<file path="src/design/nfsa_pkg.sv">
// Shared types and defaults for the nearest free station allocator.
package nfsa_pkg;

  localparam int NUM_STATIONS_DEF = 64;
  localparam int COORD_BITS_DEF   = 12;
  localparam int CAP_BITS_DEF     = 16;

  localparam int SLOT_BITS   = 6;
  localparam int CFG_BITS    = 7;
  localparam int OUT_IDX_BITS = 6;

  localparam logic KIND_LOAD    = 1'b0;
  localparam logic KIND_REQUEST = 1'b1;

  typedef enum logic [2:0] {
    ST_IDLE,
    ST_SQR,
    ST_SUM,
    ST_INJECT,
    ST_SCAN,
    ST_UPDATE,
    ST_RESP
  } state_t;

  // Broadcast command from the controller to every cell.
  typedef struct packed {
    logic load;   // write entry at sel_idx, clear its fill
    logic inc;    // bump fill of entry at sel_idx
  } cell_cmd_t;

endpackage

</file>
<file path="src/design/nfsa_cell.sv">
// One station entry: holds position, capacity and fill, scores the broadcast position.
module nfsa_cell #(
  parameter int CELL_IDX   = 0,
  parameter int IDX_BITS   = 6,
  parameter int COORD_BITS = nfsa_pkg::COORD_BITS_DEF,
  parameter int CAP_BITS   = nfsa_pkg::CAP_BITS_DEF
) (
  input  logic                      clk,
  input  logic                      rst_n,
  input  nfsa_pkg::cell_cmd_t       cmd,
  input  logic [IDX_BITS-1:0]       sel_idx,
  input  logic [COORD_BITS-1:0]     pos_x,
  input  logic [COORD_BITS-1:0]     pos_y,
  input  logic [CAP_BITS-1:0]       cap_in,
  input  logic [nfsa_pkg::CFG_BITS-1:0] cfg_active,
  input  logic                      tok_in_valid,
  input  logic                      tok_in_found,
  input  logic [2*COORD_BITS:0]     tok_in_dist,
  input  logic [IDX_BITS-1:0]       tok_in_idx,
  output logic                      tok_out_valid,
  output logic                      tok_out_found,
  output logic [2*COORD_BITS:0]     tok_out_dist,
  output logic [IDX_BITS-1:0]       tok_out_idx
);

  localparam int SQ_BITS   = 2 * COORD_BITS;
  localparam int DIST_BITS = 2 * COORD_BITS + 1;
  localparam logic [IDX_BITS-1:0] MY_IDX = IDX_BITS'(CELL_IDX);

  logic [COORD_BITS-1:0] row_r, col_r;
  logic [CAP_BITS-1:0]   cap_r, fill_r;
  logic [SQ_BITS-1:0]    sqx_r, sqy_r;
  logic [DIST_BITS-1:0]  dist_r;

  logic                  tok_valid_r, tok_found_r;
  logic [DIST_BITS-1:0]  tok_dist_r;
  logic [IDX_BITS-1:0]   tok_idx_r;

  logic [COORD_BITS-1:0] dx, dy;
  logic                  hit, active, has_room, take;

  always_comb begin
    dx       = (row_r >= pos_x) ? (row_r - pos_x) : (pos_x - row_r);
    dy       = (col_r >= pos_y) ? (col_r - pos_y) : (pos_y - col_r);
    hit      = (sel_idx == MY_IDX);
    active   = (CELL_IDX < 32'(cfg_active));
    has_room = (fill_r < cap_r);
    take     = tok_in_valid && active && has_room &&
               (!tok_in_found || (dist_r < tok_in_dist));
  end

  // entry payload, no reset: undefined until loaded
  always_ff @(posedge clk) begin
    if (cmd.load && hit) begin
      row_r <= pos_x;
      col_r <= pos_y;
      cap_r <= cap_in;
    end
    sqx_r  <= SQ_BITS'(dx) * SQ_BITS'(dx);
    sqy_r  <= SQ_BITS'(dy) * SQ_BITS'(dy);
    dist_r <= DIST_BITS'(sqx_r) + DIST_BITS'(sqy_r);
  end

  always_ff @(posedge clk) begin
    if (!rst_n) begin
      fill_r <= '0;
    end else if (cmd.load && hit) begin
      fill_r <= '0;
    end else if (cmd.inc && hit) begin
      fill_r <= fill_r + CAP_BITS'(1);
    end
  end

  always_ff @(posedge clk) begin
    if (!rst_n) begin
      tok_valid_r <= 1'b0;
    end else begin
      tok_valid_r <= tok_in_valid;
    end
  end

  always_ff @(posedge clk) begin
    tok_found_r <= tok_in_found | take;
    tok_dist_r  <= take ? dist_r : tok_in_dist;
    tok_idx_r   <= take ? MY_IDX : tok_in_idx;
  end

  assign tok_out_valid = tok_valid_r;
  assign tok_out_found = tok_found_r;
  assign tok_out_dist  = tok_dist_r;
  assign tok_out_idx   = tok_idx_r;

endmodule

</file>
<file path="config.mk">
export PLATFORM = sky130hd
export DESIGN_NAME = nfsa_cell
export DESIGN_NICKNAME = d
export VERILOG_FILES = /design/src/design/nfsa_pkg.sv /design/src/design/nfsa_cell.sv
export SDC_FILE = /design/constraint.sdc
export NUM_CORES = 1
export LEC_CHECK = 0
export ABC_AREA = 1
export BUFFER_PORTS_ARGS = -buffer_cell sky130_fd_sc_hd__buf_2
export CAP_MARGIN = 15
export CELL_PAD_IN_SITES_DETAIL_PLACEMENT = 1
export CELL_PAD_IN_SITES_GLOBAL_PLACEMENT = 1
export CORE_MARGIN = 2
export CORE_UTILIZATION = 47
export CTS_BUF_LIST = sky130_fd_sc_hd__clkbuf_16
export CTS_CLUSTER_DIAMETER = 150
export DETAILED_ROUTE_END_ITERATION = 6
export GPL_ROUTABILITY_DRIVEN = 0
export PLACE_DENSITY = 0.93
export REMOVE_ABC_BUFFERS = 1
export SYNTH_ARGS = -nofsm -noshare
export SYNTH_HDL_FRONTEND = slang
export SYNTH_SLANG_ARGS = --single-unit
</file>
<file path="constraint.sdc">
create_clock -name clk -period 7.96 [get_ports clk]
set_input_delay 0.398 -clock clk [delete_from_list [all_inputs] [get_ports clk]]
set_output_delay 0.398 -clock clk [all_outputs]
set_load 0.01 [all_outputs]
</file>
Word level (Yosys, flattened, before mapping) --
Index checks and enable logic that the tools add are counted.
Operators by class: order comparisons 5, bitwise operators 2, mux-type cells 3, add/subtract/negate cells 6, multipliers 2, reduce and logical (&&, ||, !) cells 9
Operators with widths (count):
- 12-bit by 12-bit multiplier with 24-bit output | 2
- 12-bit subtractor | 4
- 24-bit by 24-bit adder with 25-bit output | 1
- 25-bit < comparator | 1
- 25-bit two-way mux | 1
- 12-bit >= comparator | 2
- 12-bit two-way mux | 2
- 16-bit by 1-bit adder with 16-bit output, second input constant | 1
- 16-bit < comparator | 1
- 1-bit by 7-bit < comparator with 1-bit output, first input constant | 1
- 6-bit logical NOT | 1
- 1-bit logical AND | 5
- 2-bit OR reduction | 1
- 1-bit logical NOT | 1
- 1-bit logical OR | 1
- 1-bit NOT | 1
- 1-bit OR | 1
Word-level totals: input bits 90, word-level logic and storage cells 38, bits in registers 162, output and inout port bits 33

Depth between registers and ports, before layout --
Gate-level depths: netlist of the first run.
word-level depth 5, depth in mapped cells 38, depth with buffers taken out 36

Least setup slack after synthesis of the first run --
Ideal clock, no wire load.
path kind input -> register, from input port pos_x[0], to register sqx_r[23], buffers on the path 1, path slack 1827 ps, stages on the path 33, library setup time 58 ps, data required time 7902 ps, arrival time 6075 ps, path through ha_1 > fa_1 > inv_1 > nand2_2 > nand2_2 > inv_2 > nand2_1 > nand3_1 > nand3_2 > inv_2 > buf_6 > nand2_1 > nand2_2 > inv_1 > nand3_1 > fa_1 > inv_1 > fa_1 > fa_1 > fa_1 > inv_1 > fa_1 > inv_1 > ha_1 > nand2_1 > nor2_1 > inv_1 > nor3_1 > nand4_1 > nand3_1 > a21boi_0 > o21bai_2 > nand2_1
Between the ends: longest elaborated chain between the ends 3, elaborated cells on any way between the ends 5, those cells by class add/sub: 2; mul: 1; order compare: 1; mux: 1
Ends and longest elaborated chain:
- start, declared | line nfsa_cell.sv:12 | input logic [COORD_BITS-1:0] pos_x,
- 12-bit subtractor / 12-bit >= comparator (equally long branches) | line nfsa_cell.sv:43 | dx = (row_r >= pos_x) ? (row_r - pos_x) : (pos_x - row_r);
- 12-bit two-way mux (*) | line nfsa_cell.sv:43
- 12-bit by 12-bit multiplier with 24-bit output (*) | line nfsa_cell.sv:59 | sqx_r <= SQ_BITS'(dx) * SQ_BITS'(dx);
- end signal, assigned | line nfsa_cell.sv:59
- end, declared | line nfsa_cell.sv:32 | logic [SQ_BITS-1:0] sqx_r, sqy_r;
Mark *: on every way between the ends. The rest lies on a longest branch, timed or not. A chain may end at the register's enable or synchronous reset.

Final worst setup path of the first run --
from register row_r[0], to register sqx_r[16]
Between the ends: longest elaborated chain between the ends 3, elaborated cells on any way between the ends 5, those cells by class add/sub: 2; mul: 1; order compare: 1; mux: 1
Ends and longest elaborated chain:
- start, declared | line nfsa_cell.sv:30 | logic [COORD_BITS-1:0] row_r, col_r;
- start signal, assigned | line nfsa_cell.sv:55 | row_r <= pos_x;
- 12-bit subtractor / 12-bit >= comparator (equally long branches) | line nfsa_cell.sv:43
- 12-bit two-way mux (*) | line nfsa_cell.sv:43
- 12-bit by 12-bit multiplier with 24-bit output (*) | line nfsa_cell.sv:59
Marked as above.

==> results of run 1 <==
[cell families after synthesis]
logic type | Yosys count | synth area share, %
AO/OA/AOI/OAI | 256 | 8.33
flip-flops | 160 | 20.5
buffers and inverters | 518 | 11.9
adder cells (fa/ha/maj) | 390 | 35.0
XOR/XNOR | 94 | 4.80
AND/OR/NAND/NOR | 755 | 19.4
[sequential cells by signal, indices dropped and copies added (netlist names)]
name	flops
cap_r	16
sqy_r	23
sqx_r	23
tok_out_dist	25
dist_r	25
col_r	12
fill_r	16
row_r	12
tok_out_idx	6
tok_out_found	1
tok_out_valid	1
[final cells by class]
cell class / count / share of cell area (%)
clock buffer: 18 / 2.36
timing repair buffer: 127 / 3.43
sequential: 160 / 18.8
multi-input combinational: 1495 / 62.0
tap: 468 / 3.06
clock inverter: 14 / 0.792
inverter: 483 / 9.52
[per-stage QoR]
step	setup slack [ps]	area, um^2	instances	utilization (%)	hold slack, ps
after global routing	106	19100	2765	52.1	109
after detailed placement	588	18500	2732	50.4	428
final	556	19100	2765	52.1	125
after global placement	1120	18500	2732	50.4	431
after CTS	618	19100	2764	52.1	110
after floorplan	1660	17300	2138	-	420
[worst max-delay path by stage]
| stage | startpoint | end |
|---|---|---|
| after CTS | row_r[0] | sqx_r[23] |
| after floorplan | pos_x[0] | sqx_r[23] |
| after global routing | row_r[0] | sqx_r[23] |
| after global placement | pos_x[0] | sqx_r[23] |
| after detailed placement | pos_x[0] | sqx_r[23] |
| final | row_r[0] | sqx_r[16] |
[layer usage]
layer | vias to the layer above | global-route usage (%) | share of wire, %
li1 | 6958 | - | -
met3 | 153 | 4.29 | 3.8
met1 | 7339 | 29.9 | 40
met5 | - | 0 | 0
met4 | 0 | 11.1 | 3.8
met2 | 412 | 50.9 | 53
[worst max-delay path: cells and delay by family (launching register included)]
| family | cells | cell delay (ps) |
|---|---|---|
| adders and majority gates | 8 | 3720 |
| xor gates and xnor gates | 1 | 150 |
| buffers and inverters | 9 | 890 |
| DFF | 1 | 370 |
| and+or+nand+nor | 12 | 1720 |
| AOI/OAI and AO/OA | 1 | 460 |
[cells in the final DEF, fill, tap and decap left out, types with 9 or more instances in the layout]
master	n
nand2_2	27
nor2_4	22
a21boi_0	9
inv_2	28
nor2_2	18
fa_1	168
buf_2	122
xor2_1	65
a21oi_1	127
o21ai_0	58
edfxtp_1	40
nor2_1	168
ha_1	222
dfxtp_1	120
clkbuf_16	18
nand2_1	377
xnor2_1	28
a21o_1	14
inv_1	453
nand4_1	20
nand3_1	84
nor3_1	17
==> results.yml, run 1 <==
sta:
  rsz0062_at_grt: "no"
  tightest_slew_ps: 820
  finalCriticalPeriod_ps: 7400
  fmax_mhz: 135
  clock_skew_ps: 16.6
  maxSlewViolCount: 0
  max-slew-margin-rel_pct: 45.0
  final-hold-violation-count: 0
  tns_ps: 0
  min_period_over_period_pct: 93.0
  setup_viol: 0
floorplan:
  initial_core_util_pct: 47.8
  dieArea_mm2: 0.0389
  die_h_um: 197
  die_x_um: 197
  rows: 70
  pin_count: 123
  coreArea_mm2: 0.0367
placement:
  place.port_buffers: 122
  hpwlAfterDp_um: 40600
route:
  antenna_left: 0
  vias: 14862
  viasPerCell: 5.38
  initialDrtViolationCount: 718
  firstDrtPassIters: 5
  wl_um: 50400
  drc: 0
  wire_per_inst_um: 18.2
critical_path:
  regToRegEndpoint: "sqx_r[16]"
  rr_worst_depth: 31
  reg2reg_slack_ps: 560
  critPathCaptureType: "flop"
  criticalPathCategory: "flop to flop"
  cp_common_cell: "inv_1"
  crit_fanout: 12
  arrival_ps: 7780
  cp_slowest_cell: "fa_1"
  crit_path_max_incr_delay_ps: 610
  startpoint_type: "flop"
  r2r-start: "row_r[0]"
  cp.required_ps: 8340
cells_and_area:
  nFillCells: 4517
  seqCellArea_mm2: 0.00360
  area_growth_pct: 9.03
  antenna_cells: 0
  multi_input_area_mm2: 0.0119
  drive_gt1_share_pct: 12.0
  final_nets: 2764
global_route:
  grt_pass1_vias: 16808
  grt_pass1_wl_um: 83300
  track_usage_pct: 26.9
  grt_antenna_before_repair: 0
  grt_max_degree: 35
  grt.overflow.total: 0
logic_synthesis:
  synth.top_cells.by_area: "fa_1, ha_1, dfxtp_1"
  yosys_warnings: 0
  synth_seq_area_share_pct: 20.5
  synth_top_area_cell: "fa_1"
  synth_seq_cells: 160
  synthesis.instances: 2173
  netlist_top_cells_count: "inv_1, nand2_1, ha_1"
  syn-cell-area_mm2: 0.0175
  synth.most_common_cell: "inv_1"
  synth_edf_count: 40
  synth_cell_types: 52
  synth_area_per_cell_um2: 8.07
  yosys_most_used_dff: "dfxtp_1"
  synth_top_area_share_pct: 19.2
  async_reset_ff_share_pct: 0
clock_tree:
  h-tree-depth: 4
  cts_root_buffer: "clkbuf_16"
  cts-buffers-inserted: 17
  clk_latency_ps: 450
  clk_pin_slew_ps: 70
  post_cts_buffers: 0
  numClockSinks: 160
  clockBufferDepth: 2
  ctsHoldBuffers: 0
  postCtsResizedCells: 0
  cts_tree: "yes"
hold_path:
  hold_end: "cap_r[7]"
  hp-class: "input pin to flop"
  min_from: "cap_in[7]"
  worstHoldPathCells: 1
run:
  cap_violations: 0
outcome:
  status: "complete, no violations"
Power of run 1 is left out: the tool's default activity adds up to more than one toggle a clock period on the data nets, which glitch-free logic cannot reach.
==> run 2, diff against run 1 <==
--- a/config.mk
+++ b/config.mk
@@ -6,17 +6,19 @@
 export NUM_CORES = 1
 export LEC_CHECK = 0
 export ABC_AREA = 1
+export ABC_CLOCK_PERIOD_IN_PS = 7960
 export BUFFER_PORTS_ARGS = -buffer_cell sky130_fd_sc_hd__buf_2
 export CAP_MARGIN = 15
 export CELL_PAD_IN_SITES_DETAIL_PLACEMENT = 1
 export CELL_PAD_IN_SITES_GLOBAL_PLACEMENT = 1
 export CORE_MARGIN = 2
-export CORE_UTILIZATION = 47
+export CORE_UTILIZATION = 45
 export CTS_BUF_LIST = sky130_fd_sc_hd__clkbuf_16
 export CTS_CLUSTER_DIAMETER = 150
 export DETAILED_ROUTE_END_ITERATION = 6
 export GPL_ROUTABILITY_DRIVEN = 0
-export PLACE_DENSITY = 0.93
+export GPL_TIMING_DRIVEN = 1
+export PLACE_DENSITY = 0.9
 export REMOVE_ABC_BUFFERS = 1
 export SYNTH_ARGS = -nofsm -noshare
 export SYNTH_HDL_FRONTEND = slang
==> results.yml, run 2 (synthesis results as in run 1) <==
outcome:
  status: "complete, no violations"
clock_tree:
  ctsHoldBuffers: 0
  postCtsResizedCells: 0
  clk_pin_slew_ps: 80
  post_cts_buffers: 0
  cts_tree: "yes"
  clk_latency_ps: 450
  cts-buffers-inserted: 17
  cts_root_buffer: "clkbuf_16"
  h-tree-depth: 4
  numClockSinks: 160
  clockBufferDepth: 2
global_route:
  grt_pass1_wl_um: 79600
  track_usage_pct: 24.1
  grt_antenna_before_repair: 1
  grt.overflow.total: 0
  grt_pass1_vias: 16482
  grt_max_degree: 41
run:
  cap_violations: 0
sta:
  clock_skew_ps: 11.9
  fmax_mhz: 137
  min_period_over_period_pct: 91.6
  final-hold-violation-count: 0
  finalCriticalPeriod_ps: 7290
  maxSlewViolCount: 0
  tightest_slew_ps: 779
  setup_viol: 0
  max-slew-margin-rel_pct: 47.9
  tns_ps: 0
  rsz0062_at_grt: "no"
hold_path:
  hp-class: "input pin to flop"
route:
  initialDrtViolationCount: 655
  antenna_left: 0
  viasPerCell: 5.15
  firstDrtPassIters: 4
  wire_per_inst_um: 16.8
  wl_um: 47300
  drc: 0
  vias: 14501
critical_path:
  criticalPathCategory: "flop to flop"
  crit_path_max_incr_delay_ps: 560
  crit_family: "adder cells"
  critPathCaptureType: "flop"
  arrival_ps: 7640
  cp_slowest_cell: "fa_1"
  cp.required_ps: 8300
  crit_fanout: 12
  startpoint_type: "flop"
  reg2reg_slack_ps: 670
  path_buf_inv: 8
  cp_common_cell: "nand2_1"
floorplan:
  coreArea_mm2: 0.0386
  dieArea_mm2: 0.0406
  die_h_um: 201
  initial_core_util_pct: 45.5
  rows: 72
  die_x_um: 201
  pin_count: 123
cells_and_area:
  final_common_cell: "inv_1"
  area_growth_pct: 9.12
  layout_common_cells: "inv_1, nand2_1, ha_1"
  drive_gt1_share_pct: 12.0
  nFillCells: 4806
  final_nets: 2764
  antenna_cells: 0
  finalInstanceArea_mm2: 0.0191
placement:
  place.port_buffers: 122
  dpl-instance-area_mm2: 0.0186
  hpwlAfterDp_um: 39700
run 2: through the flow:
stage	hold WS, ps	setup slack [ps]	std cells	utilization [%]
6_report	125	665	2815	49.6
5_1_grt	95.5	241	2815	49.6
4_1_cts	101	673	2815	49.6
3_5_place_dp	452	547	2783	48.2
3_3_place_gp	437	1100	2783	48.2
2_1_floorplan	420	1660	2138	-
run 2: per-layer routing:
metal  global-route usage, %  wire length, um  share of wire [%]
met5                       0               13              0.028
met4                    9.27             1520                3.2
met3                    3.81             1620                3.4
met2                    44.2            24300                 51
met1                    28.1            19800                 42
run 2: final cells by class:
class	instances	area [um^2]	share of cell area [%]
clock buffer	17	425	2.22
clock inverter	15	136	0.713
inverter	483	1820	9.51
multi-input combinational	1495	11900	61.9
sequential	160	3600	18.8
tap	518	648	3.39
timing repair buffer	127	648	3.39
run 2: path summary, 6_finish.rpt:
path / from / to / cells past startpoint
max: row_r[0] / sqx_r[23] / 33
min: cap_in[14] / cap_r[14] / 1
max reg2reg: row_r[0] / sqx_r[23] / 33
min reg2reg: sqx_r[0] / dist_r[0] / 1
run 2: worst reg2reg max path: cells and delay by family (launching register included):
family | cells | cell delay, ps
adders and majority gates | 8 | 3670
buffers and inverters | 8 | 760
and+or+nand+nor | 14 | 1720
DFF | 1 | 360
AOI/OAI and AO/OA | 3 | 690
Power of run 2 is left out for the same reason.
==> run 3, diff against run 2 <==
--- a/config.mk
+++ b/config.mk
@@ -18,6 +18,7 @@
 export DETAILED_ROUTE_END_ITERATION = 6
 export GPL_ROUTABILITY_DRIVEN = 0
 export GPL_TIMING_DRIVEN = 1
+export MAX_ROUTING_LAYER = met4
 export PLACE_DENSITY = 0.9
 export REMOVE_ABC_BUFFERS = 1
 export SYNTH_ARGS = -nofsm -noshare
==> results.yml, run 3 (synthesis results as in run 1) <==
global_route:
  gr-max-usage-layer: "met2"
  grt.overflow.total: 0
  grt_pass1_wl_um: 79600
  grt_max_degree: 41
  grt_pass1_vias: 16466
  grt_antenna_before_repair: 1
  use_met1_pct: 28.2
  use_met3_pct: 3.85
  track_usage_pct: 24.9
  met2_usage_pct: 44.2
critical_path:
  reg2reg_slack_ps: 660
  arrival_ps: 7650
  crit_path_max_incr_delay_ps: 550
  cp.required_ps: 8310
  cp_common_cell: "nand2_1"
  cp.depth: 33
  critPathCaptureType: "flop"
  criticalPathCategory: "flop to flop"
  crit_family: "adder cells"
  path_buf_inv: 8
  startpoint_type: "flop"
  rr_worst_depth: 33
  r2r-start: "row_r[0]"
  crit_fanout: 12
  cp-startpoint: "row_r[0]"
  crit_end: "sqx_r[23]"
  regToRegEndpoint: "sqx_r[23]"
  cp_slowest_cell: "fa_1"
placement:
  place_inst: 2783
  hpwlAfterDp_um: 39700
  pre_cts_ws_ps: 547
  place.port_buffers: 122
cells_and_area:
  final_cells: 2816
  seqCellArea_mm2: 0.00360
  multi_input_area_mm2: 0.0119
  area_growth_pct: 9.13
  layout_common_cells: "inv_1, nand2_1, ha_1"
  nFillCells: 4807
  drive_gt1_share_pct: 12.0
  final_nets: 2764
  final_common_cell: "inv_1"
floorplan:
  coreArea_mm2: 0.0386
  initial_core_util_pct: 45.5
  die_h_um: 201
  dieArea_mm2: 0.0406
  pin_count: 123
  die_x_um: 201
  rows: 72
route:
  wire_per_inst_um: 16.8
  antenna_left: 0
  viasPerCell: 5.16
  drc: 0
  wl_um: 47400
  initialDrtViolationCount: 692
  firstDrtPassIters: 5
  vias: 14543
clock_tree:
  cts-buffers-inserted: 17
  cts_tree: "yes"
  post_cts_buffers: 0
  ctsHoldBuffers: 0
  cts_root_buffer: "clkbuf_16"
  h-tree-depth: 4
  clockBufferDepth: 2
  clk_latency_ps: 450
  clk_pin_slew_ps: 80
  postCtsResizedCells: 0
  numClockSinks: 160
sta:
  clock_skew_ps: 12.2
  setup_viol: 0
  layout_setup_ws_ps: 661
  final-hold-violation-count: 0
  min_period_over_period_pct: 91.7
  tightest_slew_ps: 786
  rsz0062_at_grt: "no"
  fmax_mhz: 137
  tns_ps: 0
  maxSlewViolCount: 0
  hold_ws_ps: 121
  max-slew-margin-rel_pct: 47.5
  finalCriticalPeriod_ps: 7300
run:
  cap_violations: 0
hold_path:
  hp-class: "input pin to flop"
outcome:
  status: "complete, no violations"
==> run 3: worst min-delay path by stage <==
| stage | startpoint | endpoint | slack, ps | depth (start not counted) |
|---|---|---|---|---|
| 3_3_place_gp | sqy_r[0] | dist_r[0] | 440 | 1 |
| 5_1_grt | cap_in[10] | cap_r[10] | 90 | 1 |
| 3_5_place_dp | sqx_r[0] | dist_r[0] | 450 | 1 |
| 2_1_floorplan | sqy_r[0] | dist_r[0] | 420 | 1 |
| 6_report | cap_in[10] | cap_r[10] | 120 | 1 |
| 4_1_cts | cap_in[11] | cap_r[11] | 100 | 1 |
==> run 3: routing by layer <==
layer,vias up,share of wire (%)
met3,122,3.6
li1,6959,-
met4,0,3.1
met1,7144,42
met2,318,51
met5,-,0
==> run 3: area by class of cell <==
cell class | count | area share, %
diodes | 1 | 0.0131
clock buffers | 17 | 2.22
clock inverters | 15 | 0.713
inverters | 483 | 9.51
multi-input cells | 1495 | 61.9
flip-flops and latches | 160 | 18.8
well taps | 518 | 3.39
repair buffers | 127 | 3.39
==> run 3: stage by stage <==
step	utilization, %	cell area [um^2]
final	49.6	19100
after global routing	49.6	19100
after CTS	49.6	19100
after detailed placement	48.2	18600
after global placement	48.2	18600
after floorplan	-	17300
Power of run 3 is left out for the same reason.
